File: src/tun_div.sv
// Pipelined restoring divider for one normal component, one quotient bit
// per stage, carrying a payload tag. Depends on nothing outside this file.
`default_nettype none
module tun_div #(
  parameter int NUM_WIDTH = 46,
  parameter int DEN_WIDTH = 32,
  parameter int Q_WIDTH = 16,
  parameter int TAG_WIDTH = 8
) (
  input  logic                 clk,
  input  logic                 rst,
  input  logic                 in_valid,
  input  logic [NUM_WIDTH-1:0] numer,
  input  logic [DEN_WIDTH-1:0] denom,
  input  logic [TAG_WIDTH-1:0] in_tag,
  output logic                 out_valid,
  output logic [Q_WIDTH-1:0]   quot,
  output logic [TAG_WIDTH-1:0] out_tag
);
  // numer < 2^(Q_WIDTH-1) * denom * 2 holds, so Q_WIDTH quotient bits suffice
  localparam int RW = DEN_WIDTH + 1;

  logic [Q_WIDTH:0]       vld;
  logic [NUM_WIDTH-1:0]   num [Q_WIDTH+1];
  logic [RW-1:0]          rem [Q_WIDTH+1];
  logic [DEN_WIDTH-1:0]   den [Q_WIDTH+1];
  logic [Q_WIDTH-1:0]     q   [Q_WIDTH+1];
  logic [TAG_WIDTH-1:0]   tag [Q_WIDTH+1];

  assign vld[0] = in_valid;
  assign num[0] = numer;
  assign rem[0] = RW'(numer >> Q_WIDTH);
  assign den[0] = denom;
  assign q[0] = '0;
  assign tag[0] = in_tag;

  for (genvar i = 0; i < Q_WIDTH; i++) begin : g_step
    logic [RW:0] trial;
    always_comb trial = {rem[i], num[i][Q_WIDTH-1-i]};
    always_ff @(posedge clk) begin
      if (rst) vld[i+1] <= 1'b0;
      else vld[i+1] <= vld[i];
      num[i+1] <= num[i];
      den[i+1] <= den[i];
      tag[i+1] <= tag[i];
      if (trial >= {2'b00, den[i]}) begin
        rem[i+1] <= RW'(trial - {2'b00, den[i]});
        q[i+1]   <= {q[i][Q_WIDTH-2:0], 1'b1};
      end else begin
        rem[i+1] <= trial[RW-1:0];
        q[i+1]   <= {q[i][Q_WIDTH-2:0], 1'b0};
      end
    end
  end

  assign out_valid = vld[Q_WIDTH];
  assign quot = q[Q_WIDTH];
  assign out_tag = tag[Q_WIDTH];
endmodule
`default_nettype wire

File: config.mk
export PLATFORM = sky130hd
export DESIGN_NAME = tun_div
export DESIGN_NICKNAME = d
export VERILOG_FILES = /design/src/tun_div.sv
export SDC_FILE = /design/constraint.sdc
export NUM_CORES = 2
export LEC_CHECK = 0
export ABC_CLOCK_PERIOD_IN_PS = 4550
export BUFFER_PORTS_ARGS = -buffer_cell sky130_fd_sc_hd__clkbuf_2
export CAP_MARGIN = 25
export CORE_MARGIN = 2
export CORE_UTILIZATION = 60
export DETAILED_ROUTE_END_ITERATION = 16
export GPL_ROUTABILITY_DRIVEN = 0
export HOLD_SLACK_MARGIN = 0.06
export PLACE_DENSITY = 0.77
export SLEW_MARGIN = 20
export SYNTH_ARGS = -nofsm -noshare
export SYNTH_HDL_FRONTEND = slang
export SYNTH_SLANG_ARGS = --single-unit
File: constraint.sdc
create_clock -name clk -period 4.55 [get_ports clk]
set_input_delay 0.2275 -clock clk [delete_from_list [all_inputs] [get_ports clk]]
set_output_delay 0.2275 -clock clk [all_outputs]
set_load 0.02 [all_outputs]
==> impl_metrics.py <==
metrics = {
    "run_status": {
        "outcome": "completed",
    },
    "place": {
        "dp_hpwl_um": 92900,
        "io_buffers": 113,
        "placed_area_mm2": 0.0619,
    },
    "timing": {
        "rsz0062_at_grt": "no",
        "period_needed_ns": 4.20,
        "final_max_slew_viol_count": 0,
        "skew_ns": 0.0218,
        "fmax_mhz": 238,
        "hold_viol_final": 0,
        "relSlewSlack_pct": 29.6,
        "fin_crit_sh_pct": 92.4,
        "worst_pin_slew_ns": 1.05,
        "setup_tns_ns": 0,
        "finalSetupViolCount": 0,
    },
    "synth": {
        "synthTopCellsByCount": "1375 x dfxtp_1, 636 x inv_1, 635 x a21oi_1, 511 x ha_1, 500 x nor2_1",
        "synth_most_common_cell": "dfxtp_1",
        "synth-async-reset-ratio_pct": 0,
        "yosysSeqAreaShare_pct": 45.8,
        "ys_types": 93,
        "synth_top_area_share_pct": 45.8,
        "yosysTopAreaCell": "dfxtp_1",
        "synthesis.nets": 7044,
        "synth.yosys.warnings": 0,
        "synth_cells": 6429,
        "ys_ff_latch": 1375,
        "avgSynthCellArea_um2": 9.36,
        "synth_area_mm2": 0.0602,
        "synth_edf_count": 0,
        "synth.area.top_cells": "dfxtp_1 46%, ha_1 11%, a21oi_1 5.3%, inv_1 4.0%, xnor2_1 3.4%",
        "synth_ff_type": "dfxtp_1",
    },
    "grt": {
        "antenna_found_initial": 0,
        "grt_use_total_pct": 23.5,
        "grtUsageMet2_pct": 45.4,
        "grt_use_met3_pct": 3.41,
        "grt_pass1_vias": 44100,
        "grt_pass1_wl_um": 202000,
        "grt_max_degree": 60,
        "grt_remaining_overflow": 0,
        "grt_util_met1_pct": 23.2,
        "grt_busiest_layer": "met2",
    },
    "floorplan": {
        "rows": 116,
        "die_y_um": 321,
        "die_area_mm2": 0.103,
        "coreArea_mm2": 0.0997,
        "fp.dieW_um": 321,
        "pin_count": 114,
        "start_util_pct": 60.3,
    },
    "pwr": {
        "power.density_mw_per_mm2": 769,
        "power_leakage_nw": 31.2,
        "peakVddDrop_mv": 0.328,
    },
    "clocking": {
        "cts_buffers": 141,
        "cts_resized": 0,
        "cts_buffer_depth": 3,
        "clk_pin_slew_ns": 0.06,
        "cts_max_level": 4,
        "cts-root-buf": "clkbuf_16",
        "clock-sinks": 1375,
        "clock_latency_ns": 0.74,
        "cts_tree": "built",
    },
    "detailed_routing": {
        "avgRoutedWirePerCell_um": 15.4,
        "drtIter0Drc": 2686,
        "route.detailed.drc": 0,
        "viasPerCell": 5.57,
        "drtAntennaViolNets": 0,
        "vias": 44800,
        "routed_wl_um": 124000,
        "drt_pass1_iterations": 6,
    },
    "hold_path": {
        "hp-class": "input port to flip-flop",
        "hold_depth": 2,
    },
    "setup_path": {
        "crit_buf_inv": 3,
        "path_class": "flip-flop to flip-flop",
        "cp_top_family": "compound AO/OA/AOI/OAI gates",
        "reg2regPathDepth": 14,
        "arrival_ns": 4.82,
        "worstSetupPathDepth": 14,
        "cp.required_ns": 5.17,
        "cp_max_fo": 57,
        "end_kind": "flip-flop",
        "max_stage_delay_ns": 0.66,
        "cp_common_cell": "inv_1",
        "cp-start-kind": "flip-flop",
        "path_cells": "inv_1, ha_1, inv_1, fa_1, a21oi_1, o221ai_1, o311ai_0, a21boi_0, o2111ai_1, o21ai_0, a21o_1, a21o_2, buf_12, mux2_2",
        "cpMaxStageDelayCell": "o311ai_0",
    },
    "layout": {
        "diodes": 0,
        "areaGrowthSynthToFinish_pct": 12.2,
        "fin_area_mm2": 0.0675,
        "layout.nets": 7243,
        "drive_gt1_share_pct": 8.25,
        "fillers": 7664,
    },
    "job": {
        "cap_viol_max_count": 0,
    },
}
through the flow:
step | instances | hold slack, ns | worst slack (ns) | total power (W) | util (%)
after floorplan | 6429 | 0.255 | 1.33 | 0.0353 | -
final | 8036 | 0.123 | 0.347 | 0.0519 | 67.7
after detailed placement | 7693 | 0.312 | 0.462 | 0.0402 | 62.1
after global placement | 7693 | 0.309 | 0.606 | 0.0396 | 62.1
after CTS | 8035 | 0.0610 | 0.469 | 0.0518 | 67.7
after global routing | 8036 | 0.0875 | 0.219 | 0.0556 | 67.7
flip-flops by register name, indices dropped and copies added, names as in the netlist:
register,flops
out_valid,1
vld,15
q,120
den,480
quot,16
out_tag,8
g_step.trial,510
tag,120
num,105
cell families after synthesis:
| group | Yosys count | share of synthesized area [%] |
|---|---|---|
| compound gates | 1704 | 17.6 |
| simple gates | 1452 | 11.4 |
| flops | 1375 | 45.8 |
| buf+inv | 814 | 5.35 |
| fa+ha+maj | 526 | 11.1 |
| xor+xnor | 403 | 5.87 |
| mux | 155 | 2.87 |
repair_timing:
action / in CTS / in global routing
buffers inserted: 0 / 0
hold endpoints to repair: 105 / 0
hold buffers: 89 / 0
routing by layer:
layer,wire [µm],share of wire [%],vias up
met2,64700,52,1268
met1,47100,38,20500
met4,7620,6.1,0
met3,4600,3.7,393
met5,0,0,-
li1,-,-,22600
placed cells by master, fill, tap and decap left out, drive strengths merged, types with 10 or more instances in the layout:
master and instances:
nand4 92, o211ai 32, a221oi 19, mux2 138, dlygate4sd3 89, clkbuf 318, o31ai 41, dfxtp 1375
nor2b 81, a21boi 12, o31a 10, clkinv 25, a211oi 43, and3 40, o21ai 347, nor3 70
xor2 168, or2 28, nand2 346, inv 647, a21o 242, a21oi 639, o21a 61, a211o 10
a31oi 63, ha 511, nor2 500, nor4 21, nand3b 11, nand2b 72, xnor2 235, fa 15
and2 23, o21bai 64, mux2i 17, or3 24, buf 31, nand3 102, and4 16
power breakdown:
group	total [W]	internal [W]	switching [W]
Sequential	0.0169	0.0153	0.00157
Combinational	0.0237	0.0105	0.0133
Clock	0.0112	0.00671	0.00453
area by class of cell:
| class | count | area, µm² | area share (%) |
|---|---|---|---|
| clock inverters | 48 | 583 | 0.864 |
| repair buffers | 233 | 1770 | 2.63 |
| inverters | 637 | 2390 | 3.54 |
| flip-flops and latches | 1375 | 27500 | 40.8 |
| multi-input cells | 4240 | 29500 | 43.7 |
| well taps | 1298 | 1620 | 2.41 |
| clock buffers | 205 | 4070 | 6.03 |
path summary, 6_finish.rpt:
kind,from,slack [ns],endpoint
max,g_step[5].trial[0]$_DFF_P_,0.35,g_step[6].trial[2]$_DFF_P_
min,in_tag[1],0.12,tag[121]$_DFF_P_
max reg2reg,g_step[5].trial[0]$_DFF_P_,0.35,g_step[6].trial[2]$_DFF_P_
min reg2reg,num[646]$_DFF_P_,0.32,num[600]$_DFF_P_
Power figures use the tool's default switching activity.
